$ cat src/design/assert_macros.svh
// Assertion macros used by the top-level design file.
// The clock is clk and the asynchronous reset is rst_n in every user.
`ifndef ASSERT_MACROS_SVH
`define ASSERT_MACROS_SVH

// Same-cycle implication, checked out of reset.
`define LCDW_ASSERT(label, ante, cons, msg) \
    label: assert property (@(posedge clk) disable iff (!rst_n) (ante) |-> (cons)) \
        else $error(msg);

// Next-cycle implication, checked out of reset.
`define LCDW_ASSERT_NEXT(label, ante, cons, msg) \
    label: assert property (@(posedge clk) disable iff (!rst_n) (ante) |=> (cons)) \
        else $error(msg);

`endif

$ cat src/design/lcdw_pkg.sv
// ---------------------------------------------------------------------------
// lcdw_pkg: shared types and constants of the window pixel writer
// Beat payload structs, register map, request codes and color expansion.
// ---------------------------------------------------------------------------
package lcdw_pkg;

    localparam int MAX_SIDE_DEFAULT = 1024;

    localparam int CFG_ADDR_W = 3;
    localparam int CFG_DATA_W = 32;
    localparam int PANEL_W    = 11;

    localparam logic [PANEL_W-1:0] PANEL_WIDTH_RESET  = 11'd240;
    localparam logic [PANEL_W-1:0] PANEL_HEIGHT_RESET = 11'd320;

    localparam logic REG_PANEL_WIDTH  = 1'b0;
    localparam logic REG_PANEL_HEIGHT = 1'b1;

    localparam logic REQ_WINDOW = 1'b0;
    localparam logic REQ_PIXEL  = 1'b1;

    localparam logic [15:0] RED_MASK   = 16'hf800;
    localparam logic [15:0] GREEN_MASK = 16'h07e0;
    localparam logic [15:0] BLUE_MASK  = 16'h001f;

    typedef struct packed {
        logic        req_type;
        logic [9:0]  win_x;
        logic [9:0]  win_y;
        logic [10:0] win_w;
        logic [10:0] win_h;
        logic [15:0] color565;
    } req_t;

    typedef struct packed {
        logic [19:0] pixel_address;
        logic [23:0] pixel_rgb888;
    } pix_t;

    typedef struct packed {
        logic [PANEL_W-1:0] width;
        logic [PANEL_W-1:0] height;
    } panel_t;

    typedef struct packed {
        logic               emit;
        logic [PANEL_W-1:0] col;
        logic [PANEL_W-1:0] row;
        logic [15:0]        color;
    } pix_req_t;

    function automatic logic [23:0] expand565(input logic [15:0] c);
        logic [23:0] r;
        logic [23:0] g;
        logic [23:0] b;
        r = {8'b0, c & RED_MASK} << 8;
        g = {8'b0, c & GREEN_MASK} << 5;
        b = {8'b0, c & BLUE_MASK} << 3;
        return r | g | b;
    endfunction

endpackage

$ cat src/design/lcdw_regs.sv
// ---------------------------------------------------------------------------
// lcdw_regs: panel size configuration registers
// APB-style write and read access to the panel width and height.
// ---------------------------------------------------------------------------
module lcdw_regs (
    input  logic                             clk,
    input  logic                             rst_n,
    input  logic                             psel,
    input  logic                             penable,
    input  logic                             pwrite,
    input  logic [lcdw_pkg::CFG_ADDR_W-1:0]  paddr,
    input  logic [lcdw_pkg::CFG_DATA_W-1:0]  pwdata,
    output logic [lcdw_pkg::CFG_DATA_W-1:0]  prdata,
    output logic                             pready,
    output lcdw_pkg::panel_t                 panel
);

    lcdw_pkg::panel_t panel_reg;
    logic             wr_en;
    logic             reg_sel;

    assign pready  = 1'b1;
    assign wr_en   = psel && penable && pwrite;
    assign reg_sel = paddr[2];
    assign panel   = panel_reg;

    always_ff @(posedge clk or negedge rst_n)
    begin
        if (!rst_n)
        begin
            panel_reg.width  <= lcdw_pkg::PANEL_WIDTH_RESET;
            panel_reg.height <= lcdw_pkg::PANEL_HEIGHT_RESET;
        end
        else if (wr_en)
        begin
            unique case (reg_sel)
                lcdw_pkg::REG_PANEL_WIDTH:
                begin
                    panel_reg.width <= pwdata[lcdw_pkg::PANEL_W-1:0];
                end
                lcdw_pkg::REG_PANEL_HEIGHT:
                begin
                    panel_reg.height <= pwdata[lcdw_pkg::PANEL_W-1:0];
                end
                default:
                begin
                end
            endcase
        end
    end

    always_comb
    begin
        unique case (reg_sel)
            lcdw_pkg::REG_PANEL_WIDTH:
            begin
                prdata = lcdw_pkg::CFG_DATA_W'(panel_reg.width);
            end
            lcdw_pkg::REG_PANEL_HEIGHT:
            begin
                prdata = lcdw_pkg::CFG_DATA_W'(panel_reg.height);
            end
            default:
            begin
                prdata = '0;
            end
        endcase
    end

endmodule

$ cat src/design/lcdw_window.sv
// ---------------------------------------------------------------------------
// lcdw_window: window edges and auto-increment cursor
// Applies window commands, checks the cursor and steps it after each write.
// ---------------------------------------------------------------------------
module lcdw_window #(
    parameter int MAX_SIDE = lcdw_pkg::MAX_SIDE_DEFAULT
) (
    input  logic               clk,
    input  logic               rst_n,
    input  logic               fire,
    input  lcdw_pkg::req_t     item,
    input  lcdw_pkg::panel_t   panel,
    output lcdw_pkg::pix_req_t pix
);

    localparam int EW = $clog2(MAX_SIDE + 1023);
    localparam logic [EW-1:0] SIDE_MAX = EW'(MAX_SIDE);
    localparam logic [EW-1:0] ONE      = EW'(1);

    logic [EW-1:0] left_reg,   left_next;
    logic [EW-1:0] top_reg,    top_next;
    logic [EW-1:0] right_reg,  right_next;
    logic [EW-1:0] bottom_reg, bottom_next;
    logic [EW-1:0] col_reg,    col_next;
    logic [EW-1:0] row_reg,    row_next;

    logic [EW-1:0] w_ext;
    logic [EW-1:0] h_ext;
    logic [EW-1:0] side_w;
    logic [EW-1:0] side_h;
    logic          in_window;
    logic          emit;

    assign w_ext = EW'(item.win_w);
    assign h_ext = EW'(item.win_h);

    always_comb
    begin
        if (w_ext == '0)
        begin
            side_w = ONE;
        end
        else if (w_ext > SIDE_MAX)
        begin
            side_w = SIDE_MAX;
        end
        else
        begin
            side_w = w_ext;
        end
        if (h_ext == '0)
        begin
            side_h = ONE;
        end
        else if (h_ext > SIDE_MAX)
        begin
            side_h = SIDE_MAX;
        end
        else
        begin
            side_h = h_ext;
        end
    end

    assign in_window = (col_reg >= left_reg) && (col_reg <= right_reg) &&
                       (row_reg >= top_reg) && (row_reg <= bottom_reg) &&
                       (col_reg < EW'(panel.width)) && (row_reg < EW'(panel.height));
    assign emit      = (item.req_type == lcdw_pkg::REQ_PIXEL) && in_window;

    always_comb
    begin
        left_next   = left_reg;
        top_next    = top_reg;
        right_next  = right_reg;
        bottom_next = bottom_reg;
        col_next    = col_reg;
        row_next    = row_reg;
        case (item.req_type)
            lcdw_pkg::REQ_WINDOW:
            begin
                left_next   = EW'(item.win_x);
                top_next    = EW'(item.win_y);
                right_next  = EW'(item.win_x) + side_w - ONE;
                bottom_next = EW'(item.win_y) + side_h - ONE;
                col_next    = EW'(item.win_x);
                row_next    = EW'(item.win_y);
            end
            default:
            begin
                if (in_window)
                begin
                    if (col_reg == right_reg)
                    begin
                        col_next = left_reg;
                        row_next = (row_reg == bottom_reg) ? top_reg : row_reg + ONE;
                    end
                    else
                    begin
                        col_next = col_reg + ONE;
                    end
                end
            end
        endcase
    end

    always_ff @(posedge clk or negedge rst_n)
    begin
        if (!rst_n)
        begin
            left_reg   <= '0;
            top_reg    <= '0;
            right_reg  <= '0;
            bottom_reg <= '0;
            col_reg    <= '0;
            row_reg    <= '0;
        end
        else if (fire)
        begin
            left_reg   <= left_next;
            top_reg    <= top_next;
            right_reg  <= right_next;
            bottom_reg <= bottom_next;
            col_reg    <= col_next;
            row_reg    <= row_next;
        end
    end

    // Inside the panel, both coordinates fit the panel register width.
    assign pix.emit  = emit;
    assign pix.col   = col_reg[lcdw_pkg::PANEL_W-1:0];
    assign pix.row   = row_reg[lcdw_pkg::PANEL_W-1:0];
    assign pix.color = item.color565;

endmodule

$ cat src/design/lcdw_out.sv
// ---------------------------------------------------------------------------
// lcdw_out: address and color result register
// Forms the linear address and RGB888 color and holds the output beat.
// ---------------------------------------------------------------------------
module lcdw_out (
    input  logic                         clk,
    input  logic                         rst_n,
    input  logic                         load,
    input  lcdw_pkg::pix_req_t           pix,
    input  logic [lcdw_pkg::PANEL_W-1:0] panel_width,
    output logic                         free,
    output logic                         pix_valid,
    input  logic                         pix_ready,
    output lcdw_pkg::pix_t               pix_data
);

    localparam int PW = 2 * lcdw_pkg::PANEL_W;

    logic           valid_reg;
    lcdw_pkg::pix_t data_reg;
    logic [PW-1:0]  addr_full;

    assign addr_full = PW'(pix.row) * PW'(panel_width) + PW'(pix.col);
    assign free      = !valid_reg || pix_ready;

    always_ff @(posedge clk or negedge rst_n)
    begin
        if (!rst_n)
        begin
            valid_reg <= 1'b0;
        end
        else if (free)
        begin
            valid_reg <= load;
        end
    end

    always_ff @(posedge clk)
    begin
        if (load)
        begin
            data_reg.pixel_address <= addr_full[19:0];
            data_reg.pixel_rgb888  <= lcdw_pkg::expand565(pix.color);
        end
    end

    assign pix_valid = valid_reg;
    assign pix_data  = data_reg;

endmodule

$ cat src/design/lcd_window_pixel_writer.sv
// ---------------------------------------------------------------------------
// lcd_window_pixel_writer: window-addressed pixel write path
// Window commands set the window and cursor; pixel beats produce addresses.
// ---------------------------------------------------------------------------
// Requests arrive on req_valid/req_ready with a req_t beat. A window beat
// (req_type 0) loads the window edges and moves the cursor to its top-left
// corner and produces nothing. A pixel beat produces one pix_t beat on
// pix_valid/pix_ready when the cursor lies inside both window and panel,
// and the cursor then steps along the row, wrapping by row and to the top.
// A pixel beat with the cursor outside is consumed and produces nothing.
// A request is held in the input register, where the cursor is checked and
// updated, and the address multiply then fills the output register, from
// which the result is presented. One request is taken per cycle unless the
// input register stalls; the cursor update loop in the window unit sets that
// rate. When pix_ready is low the output beat holds and the input register
// stalls only once it holds a pixel beat that would produce a result.
// The APB port sets panel width (address 0) and height (address 4); the user
// must write it only while the block is idle; the block does not enforce it.
// Reset empties both registers, clears the window and cursor to zero and sets
// the panel to 240 by 320.
// ---------------------------------------------------------------------------
`include "assert_macros.svh"

module lcd_window_pixel_writer #(
    parameter int MAX_SIDE = lcdw_pkg::MAX_SIDE_DEFAULT
) (
    input  logic                            clk,
    input  logic                            rst_n,
    input  logic                            req_valid,
    output logic                            req_ready,
    input  lcdw_pkg::req_t                  req_data,
    output logic                            pix_valid,
    input  logic                            pix_ready,
    output lcdw_pkg::pix_t                  pix_data,
    input  logic                            psel,
    input  logic                            penable,
    input  logic                            pwrite,
    input  logic [lcdw_pkg::CFG_ADDR_W-1:0] paddr,
    input  logic [lcdw_pkg::CFG_DATA_W-1:0] pwdata,
    output logic [lcdw_pkg::CFG_DATA_W-1:0] prdata,
    output logic                            pready
);

    logic               stage_valid_reg;
    lcdw_pkg::req_t     stage_data_reg;
    lcdw_pkg::panel_t   panel;
    lcdw_pkg::pix_req_t pix_req;
    logic               out_free;
    logic               stage_fire;
    logic               out_load;

    assign stage_fire = stage_valid_reg && (!pix_req.emit || out_free);
    assign out_load   = stage_fire && pix_req.emit;
    assign req_ready  = !stage_valid_reg || stage_fire;

    always_ff @(posedge clk or negedge rst_n)
    begin
        if (!rst_n)
        begin
            stage_valid_reg <= 1'b0;
        end
        else if (req_ready)
        begin
            stage_valid_reg <= req_valid;
        end
    end

    always_ff @(posedge clk)
    begin
        if (req_valid && req_ready)
        begin
            stage_data_reg <= req_data;
        end
    end

    lcdw_regs u_regs (
        .clk     (clk),
        .rst_n   (rst_n),
        .psel    (psel),
        .penable (penable),
        .pwrite  (pwrite),
        .paddr   (paddr),
        .pwdata  (pwdata),
        .prdata  (prdata),
        .pready  (pready),
        .panel   (panel)
    );

    lcdw_window #(
        .MAX_SIDE (MAX_SIDE)
    ) u_window (
        .clk   (clk),
        .rst_n (rst_n),
        .fire  (stage_fire),
        .item  (stage_data_reg),
        .panel (panel),
        .pix   (pix_req)
    );

    lcdw_out u_out (
        .clk         (clk),
        .rst_n       (rst_n),
        .load        (out_load),
        .pix         (pix_req),
        .panel_width (panel.width),
        .free        (out_free),
        .pix_valid   (pix_valid),
        .pix_ready   (pix_ready),
        .pix_data    (pix_data)
    );

    `LCDW_ASSERT(a_stall_only_on_full_out, stage_valid_reg && !stage_fire,
        pix_valid && !pix_ready, "input stage stalled without a blocked output")
    `LCDW_ASSERT_NEXT(a_load_shows_result, out_load, pix_valid,
        "loaded result not presented")
    `LCDW_ASSERT(a_rise_from_load, $rose(pix_valid), $past(out_load),
        "output beat appeared without a load")
    `LCDW_ASSERT(a_empty_stage_ready, !stage_valid_reg, req_ready,
        "empty input stage refused a request")

endmodule

$ cat config.mk
export PLATFORM = sky130hd
export DESIGN_NAME = lcd_window_pixel_writer
export DESIGN_NICKNAME = d
export VERILOG_FILES = /design/src/design/lcdw_pkg.sv /design/src/design/lcdw_regs.sv /design/src/design/lcdw_window.sv /design/src/design/lcdw_out.sv /design/src/design/lcd_window_pixel_writer.sv
export VERILOG_INCLUDE_DIRS = /design/src /design/src/design
export SDC_FILE = /design/constraint.sdc
export NUM_CORES = 1
export LEC_CHECK = 0
export BUFFER_PORTS_ARGS = -buffer_cell sky130_fd_sc_hd__buf_2
export CORE_AREA = 2 2 201 153
export DETAILED_ROUTE_END_ITERATION = 7
export DIE_AREA = 0 0 203 155
export GPL_ROUTABILITY_DRIVEN = 0
export GPL_TIMING_DRIVEN = 0
export PLACE_DENSITY = 0.73
export SYNTH_ARGS = -nofsm -noshare
export SYNTH_HDL_FRONTEND = slang
export SYNTH_HIERARCHICAL = 1
export SYNTH_SLANG_ARGS = --single-unit
$ cat constraint.sdc
create_clock -name clk -period 5.2 [get_ports clk]
set_clock_uncertainty 0.05 [all_clocks]
set_input_delay 0.52 -clock clk [delete_from_list [all_inputs] [get_ports clk]]
set_output_delay 0.52 -clock clk [all_outputs]
set_load 0.01 [all_outputs]
==> impl_metrics.json, run 1 <==
{
  "drc": 0,
  "clock_latency_late_sink_ns": 0.45,
  "yosysWarnings": 6,
  "synth_area_mm2": 0.0146,
  "hold_viol_final": 0,
  "wirelength_um": 33500,
  "worst_slew_margin_rel": 0.369,
  "synth-seq-cells": 183,
  "hold_class": "primary input to async pin",
  "critical_path_start_type": "flip-flop",
  "dr.pass1.iters": 5,
  "worst-setup-path-type": "flip-flop to flip-flop",
  "worst_slew_pin_slew_ns": 0.937,
  "run_status": "completed",
  "coreArea_mm2": 0.0297,
  "grt.overflow.total": 0,
  "max_freq_ghz": 0.192,
  "finalCoreUtilization": 0.574,
  "worst_path_largest_cell_delay_ns": 0.67,
  "cts-root-to-sink-buffers": 2,
  "post-route-period-util": 0.999,
  "global_route.usage.total": 0.218,
  "drt_iter0_markers": 681,
  "dr.max_layer_used": "met4",
  "numCtsBuffers": 17,
  "most_common_flop_cell_mapped_by_yosys": "edfxtp_1",
  "buffer_ports.inserted": 126,
  "number_of_synthesized_flops_with_an_enable_pin": 95,
  "route.detailed.wl_per_inst_um": 16.3,
  "synth_async_reset_ratio": 0.481,
  "die_y_um": 155,
  "detailroute.wirelength.met3_um": 1740,
  "row_count": 55,
  "period_needed_ns": 5.20,
  "worst_ep_required_time_ns": 5.36,
  "tritoncts": "built",
  "cp_cell_sequence": "buf_6, and2_4, fa_1, fa_1, fa_1, fa_1, inv_2, fa_1, inv_2, ha_4, and3_4, nand2b_4, and2_4, a21boi_4, mux2_4, a2111o_1",
  "setup_repair_after_global_routing_missed_its_margin": "yes",
  "route.vias.total": 10500,
  "layout.cell_area.non_filler_mm2": 0.0170,
  "crit_fanout": 8,
  "finalSetupViolCount": 0,
  "critical-path-slowest-cell": "dfstp_4",
  "layout-drive-gt1-share": 0.226,
  "syn-instance-count": 1437,
  "num-nets-final": 1983,
  "wl_met1_um": 15100,
  "layout_common_cells": "249 x inv_1, 150 x nand2_1, 144 x ha_1, 126 x buf_2, 95 x edfxtp_1",
  "cp.arrival_ns": 5.35,
  "cts-htree-levels": 4,
  "grt_pass1_vias": 10600,
  "max_slew_violation_total_from_the_final_report": 0,
  "grt_first_pass_wirelength_um": 53800,
  "drtAntennaViolNets": 0,
  "clk_pin_slew_ns": 0.09,
  "postSynthAreaPerCell_um2": 10.1,
  "cts_hold_buffers": 0,
  "boundaryPins": 180,
  "grt_max_degree": 60,
  "clockRootBuffer": "clkbuf_16",
  "fp.dieW_um": 203,
  "final_common_cell": "inv_1",
  "worst_path_most_repeated_cell": "fa_1",
  "antenna_found_initial": 1,
  "synthDistinctLibCells": 66,
  "cts.sink_count": 183,
  "detailedPlacementHpwl_um": 25500,
  "endpoint_kind": "flip-flop",
  "detailed_route_wirelength_on_metal2_um": 15800,
  "dieArea_mm2": 0.0315,
  "drv_cap": 0,
  "placed_area_mm2": 0.0160,
  "viasPerCell": 5.13,
  "syn_to_final_growth_pct": 17.0,
  "largest_register_ffs": 59,
  "initial_core_util": 0.491,
  "ys_seq_area_frac": 0.348
}
[cells in the mapped netlist, types with 5 or more instances]
cell type / count / area share
mux2_4: 21 / 0.022
fa_1: 92 / 0.13
dfstp_2: 6 / 0.011
ha_1: 153 / 0.13
nor2b_1: 6 / 0.0026
nor3_1: 8 / 0.0027
o21ai_0: 57 / 0.020
nor2_1: 12 / 0.0031
o22ai_1: 17 / 0.0073
xor2_1: 23 / 0.014
and2_1: 49 / 0.021
inv_1: 254 / 0.065
nand2_1: 154 / 0.040
edfxtp_1: 95 / 0.20
o21ai_1: 6 / 0.0021
mux2i_1: 21 / 0.014
o211ai_1: 16 / 0.0082
dfrtp_1: 82 / 0.14
mux2_2: 16 / 0.012
xnor2_1: 27 / 0.016
o21a_1: 5 / 0.0026
nand3_1: 18 / 0.0062
buf_4: 47 / 0.024
o21bai_1: 5 / 0.0026
a31oi_1: 5 / 0.0021
clkbuf_1: 47 / 0.012
a21o_1: 22 / 0.011
nand4_1: 9 / 0.0039
and3_1: 8 / 0.0034
a21oi_1: 62 / 0.021
nand2b_1: 27 / 0.012
[worst max-delay path: cells and delay by family (launching register included)]
kind	cells	cell delay (ns)
AOI/OAI and AO/OA	2	0.47
adders and majority gates	6	2.71
and+or+nand+nor	4	0.53
buffers and inverters	3	0.22
muxes	1	0.31
DFF	1	0.67
[final timing paths]
path	startpoint	to	slack (ns)	cells past startpoint
max	u_regs/panel[16]	u_out/pix_data[40]	0.003	16
min	rst_n	u_window/bottom_reg[6]	0.03	1
max reg2reg	u_regs/panel[16]	u_out/pix_data[40]	0.003	16
min reg2reg	u_window/bottom_reg[5]	u_window/bottom_reg[5]	0.43	2
max in group asynchronous	rst_n	u_regs/panel[6]	4.38	2
min in group clk	req_data[8]	stage_data_reg[8]	0.20	1
[layer usage]
metal | GRT usage | up-vias
li1 | - | 5063
met1 | 0.295 | 5065
met2 | 0.359 | 341
met3 | 0.0383 | 50
met4 | 0.0713 | 0
met5 | 0 | -
[timing repair]
action | 4_1_cts | 5_1_grt
setup endpoints to repair | 6 | 19
endpoints found under the hold margin | 0 | 0
pin swaps | 24 | 21
resized for setup | 23 | 33
buffers inserted | 22 | 11
[per-stage QoR]
step                instances  hold WS (ns)  TNS [ns]  setup WS (ns)
floorplan                1464         0.174         0       0.000202
global placement         1989         0.414     -1.07         -0.359
detailed placement       1990         0.420     -1.39         -0.417
CTS                      2038        0.0453   -0.0351        -0.0343
global route             2050        0.0658    -0.217         -0.115
finish                   2050        0.0261         0        0.00274
[logic make-up (layout without fill, tap and decap cells)]
| family | count (synthesis) | in the layout | share of synthesized area |
|---|---|---|---|
| AO/OA/AOI/OAI | 224 | 224 | 0.0959 |
| XOR/XNOR | 50 | 50 | 0.0301 |
| adder cells (fa/ha/maj) | 245 | 245 | 0.258 |
| buffers and inverters | 353 | 539 | 0.105 |
| flip-flops | 183 | 183 | 0.348 |
| multiplexers | 60 | 60 | 0.0500 |
| other | 3 | 31 | 0.000773 |
| AND/OR/NAND/NOR | 319 | 319 | 0.112 |
[cell type report]
type                            count  area [µm²]
Clock inverter                     14         178
Tap cell                          399         499
Inverter                          254         953
Buffer                             93         694
Clock buffer                       18         429
Multi-Input combinational cell    928        8260
Timing Repair Buffer              160         928
Antenna cell                        1        2.50
Fill cell                        2529       12600
Sequential cell                   183        5090
Power of run 1 is left out: the tool's default activity adds up to more than one toggle a clock period on the data nets, which glitch-free logic cannot reach.
==> inputs of run 2 (changes only) <==
- BUFFER_PORTS_ARGS: -buffer_cell sky130_fd_sc_hd__buf_2 -> -buffer_cell sky130_fd_sc_hd__buf_4
==> impl_metrics.json, run 2 (synthesis gave the netlist of run 1 again) <==
{
  "setup_total_negative_slack_ns": 0,
  "tritoncts": "built",
  "worst_slew_pin_slew_ns": 1.15,
  "layout.area.seq_mm2": 0.00509,
  "endpoint_kind": "flip-flop",
  "global_route.usage.total": 0.225,
  "clockRootBuffer": "clkbuf_16",
  "layout_common_cells": "249 x inv_1, 210 x buf_4, 150 x nand2_1, 143 x ha_1, 95 x edfxtp_1",
  "worst_ep_required_time_ns": 5.36,
  "route.detailed.wl_per_inst_um": 16.7,
  "postLayoutSetupSlackWorst_ns": 0.00128,
  "cts-root-to-sink-buffers": 2,
  "clock_latency_late_sink_ns": 0.45,
  "min_path_cells": 1,
  "max_freq_ghz": 0.192,
  "post-route-period-util": 1.00,
  "crit-reg2reg-launch": "u_regs/panel[15]",
  "wirelength_um": 34300,
  "fill_cells": 2458,
  "r2r_slack_ns": 0.001,
  "dr.pass1.iters": 5,
  "grt_pass1_vias": 10900,
  "critical_path_start_type": "flip-flop",
  "dpl.cell_count": 1989,
  "period_needed_ns": 5.20,
  "instances_no_fill": 2051,
  "crit_fanout": 8,
  "hold_class": "primary input to flip-flop",
  "boundaryPins": 180,
  "max_slew_violation_total_from_the_final_report": 0,
  "die_y_um": 155,
  "num-nets-final": 1986,
  "antenna_found_initial": 0,
  "hold_end": "stage_data_reg[4]",
  "finalCoreUtilization": 0.583,
  "cts.sink_count": 183,
  "worst_r2r_endpoint": "u_out/pix_data[40]",
  "grt.overflow.total": 0,
  "drc": 0,
  "drv_cap": 0,
  "cts-htree-levels": 4,
  "layout-drive-gt1-share": 0.226,
  "timing.reg2reg.worst_path_depth": 17,
  "preCtsSetupSlack_ns": -0.429,
  "cts_hold_buffers": 0,
  "initial_core_util": 0.491,
  "cp.arrival_ns": 5.36,
  "grt_max_degree": 89,
  "row_count": 55,
  "run_status": "completed",
  "drtAntennaViolNets": 0,
  "worst-setup-path-type": "flip-flop to flip-flop",
  "largest_register_ffs": 59,
  "critPathLaunch": "u_regs/panel[15]",
  "worst_slew_margin_rel": 0.236,
  "viasPerCell": 5.20,
  "worst_hold_startpoint": "req_data[4]",
  "setup_repair_after_global_routing_missed_its_margin": "yes",
  "finalSetupViolCount": 0,
  "clk_pin_slew_ns": 0.10,
  "final_common_cell": "inv_1",
  "multi_input_area_mm2": 0.00827,
  "syn_to_final_growth_pct": 18.8,
  "coreArea_mm2": 0.0297,
  "antenna-diode-count": 0,
  "route.vias.total": 10700,
  "numCtsBuffers": 17,
  "detailedPlacementHpwl_um": 25700,
  "dieArea_mm2": 0.0315,
  "hold_viol_final": 0,
  "fp.dieW_um": 203,
  "grt_first_pass_wirelength_um": 55800,
  "drt_iter0_markers": 643,
  "buffer_ports.inserted": 126
}
-- run 2: cell count changes in the layout (fill, tap and decap cells not counted), sizes merged --
cell and delta:
buf +3, inv -2, bufinv -1, clkinv +1, clkinvlp +1, diode -1
-- run 2: layer usage --
metal	part of all wire	wire [µm]	vias to the layer above	GRT usage
met5	0	0	-	0
met4	0.028	943	0	0.0782
met3	0.055	1880	48	0.0371
met2	0.47	16100	327	0.364
met1	0.45	15300	5215	0.310
li1	-	-	5072	-
-- run 2: area by class of cell --
class | instances | area share
Timing Repair Buffer | 163 | 0.0710
Clock buffer | 18 | 0.0248
Multi-Input combinational cell | 928 | 0.478
Inverter | 254 | 0.0551
Clock inverter | 13 | 0.00774
Buffer | 93 | 0.0402
Sequential cell | 183 | 0.294
Tap cell | 399 | 0.0289
-- run 2: per-stage QoR --
stage	hold slack, ns	area (µm²)
finish	0.201	17300
global route	0.174	17300
CTS	0.189	17100
detailed placement	0.424	16300
global placement	0.413	16300
floorplan	0.174	14900
-- run 2: what timing repair did --
item	in CTS	in global routing
setup buffers	23	14
endpoints found under the setup margin	6	24
pin swaps	26	30
gates resized for setup	24	28
gates cloned	0	0
endpoints found under the hold margin	0	0
-- run 2: worst max-delay path by stage --
stage                     cells past startpoint  slack (ns)                 end
after detailed placement                     17       -0.43  u_out/pix_data[40]
after global placement                       17       -0.36  u_out/pix_data[40]
after CTS                                    17       -0.05  u_out/pix_data[40]
after floorplan                              17      0.0002  u_out/pix_data[40]
after global routing                         16       -0.17  u_out/pix_data[40]
final                                        17       0.001  u_out/pix_data[40]
-- run 2: critical path, cell delays in order (launching register included) --
cell and delay (ns):
dfstp_2 0.58, buf_8 0.14, nand2_1 0.09, fa_2 0.56
inv_1 0.05, fa_1 0.50, inv_1 0.05, fa_1 0.50
fa_1 0.44, fa_1 0.50, inv_1 0.06, ha_4 0.24
a21oi_4 0.16, nand2b_4 0.14, and2_4 0.14, a21boi_4 0.18
mux2_4 0.31, a2111o_1 0.28
Power of run 2 is left out for the same reason.
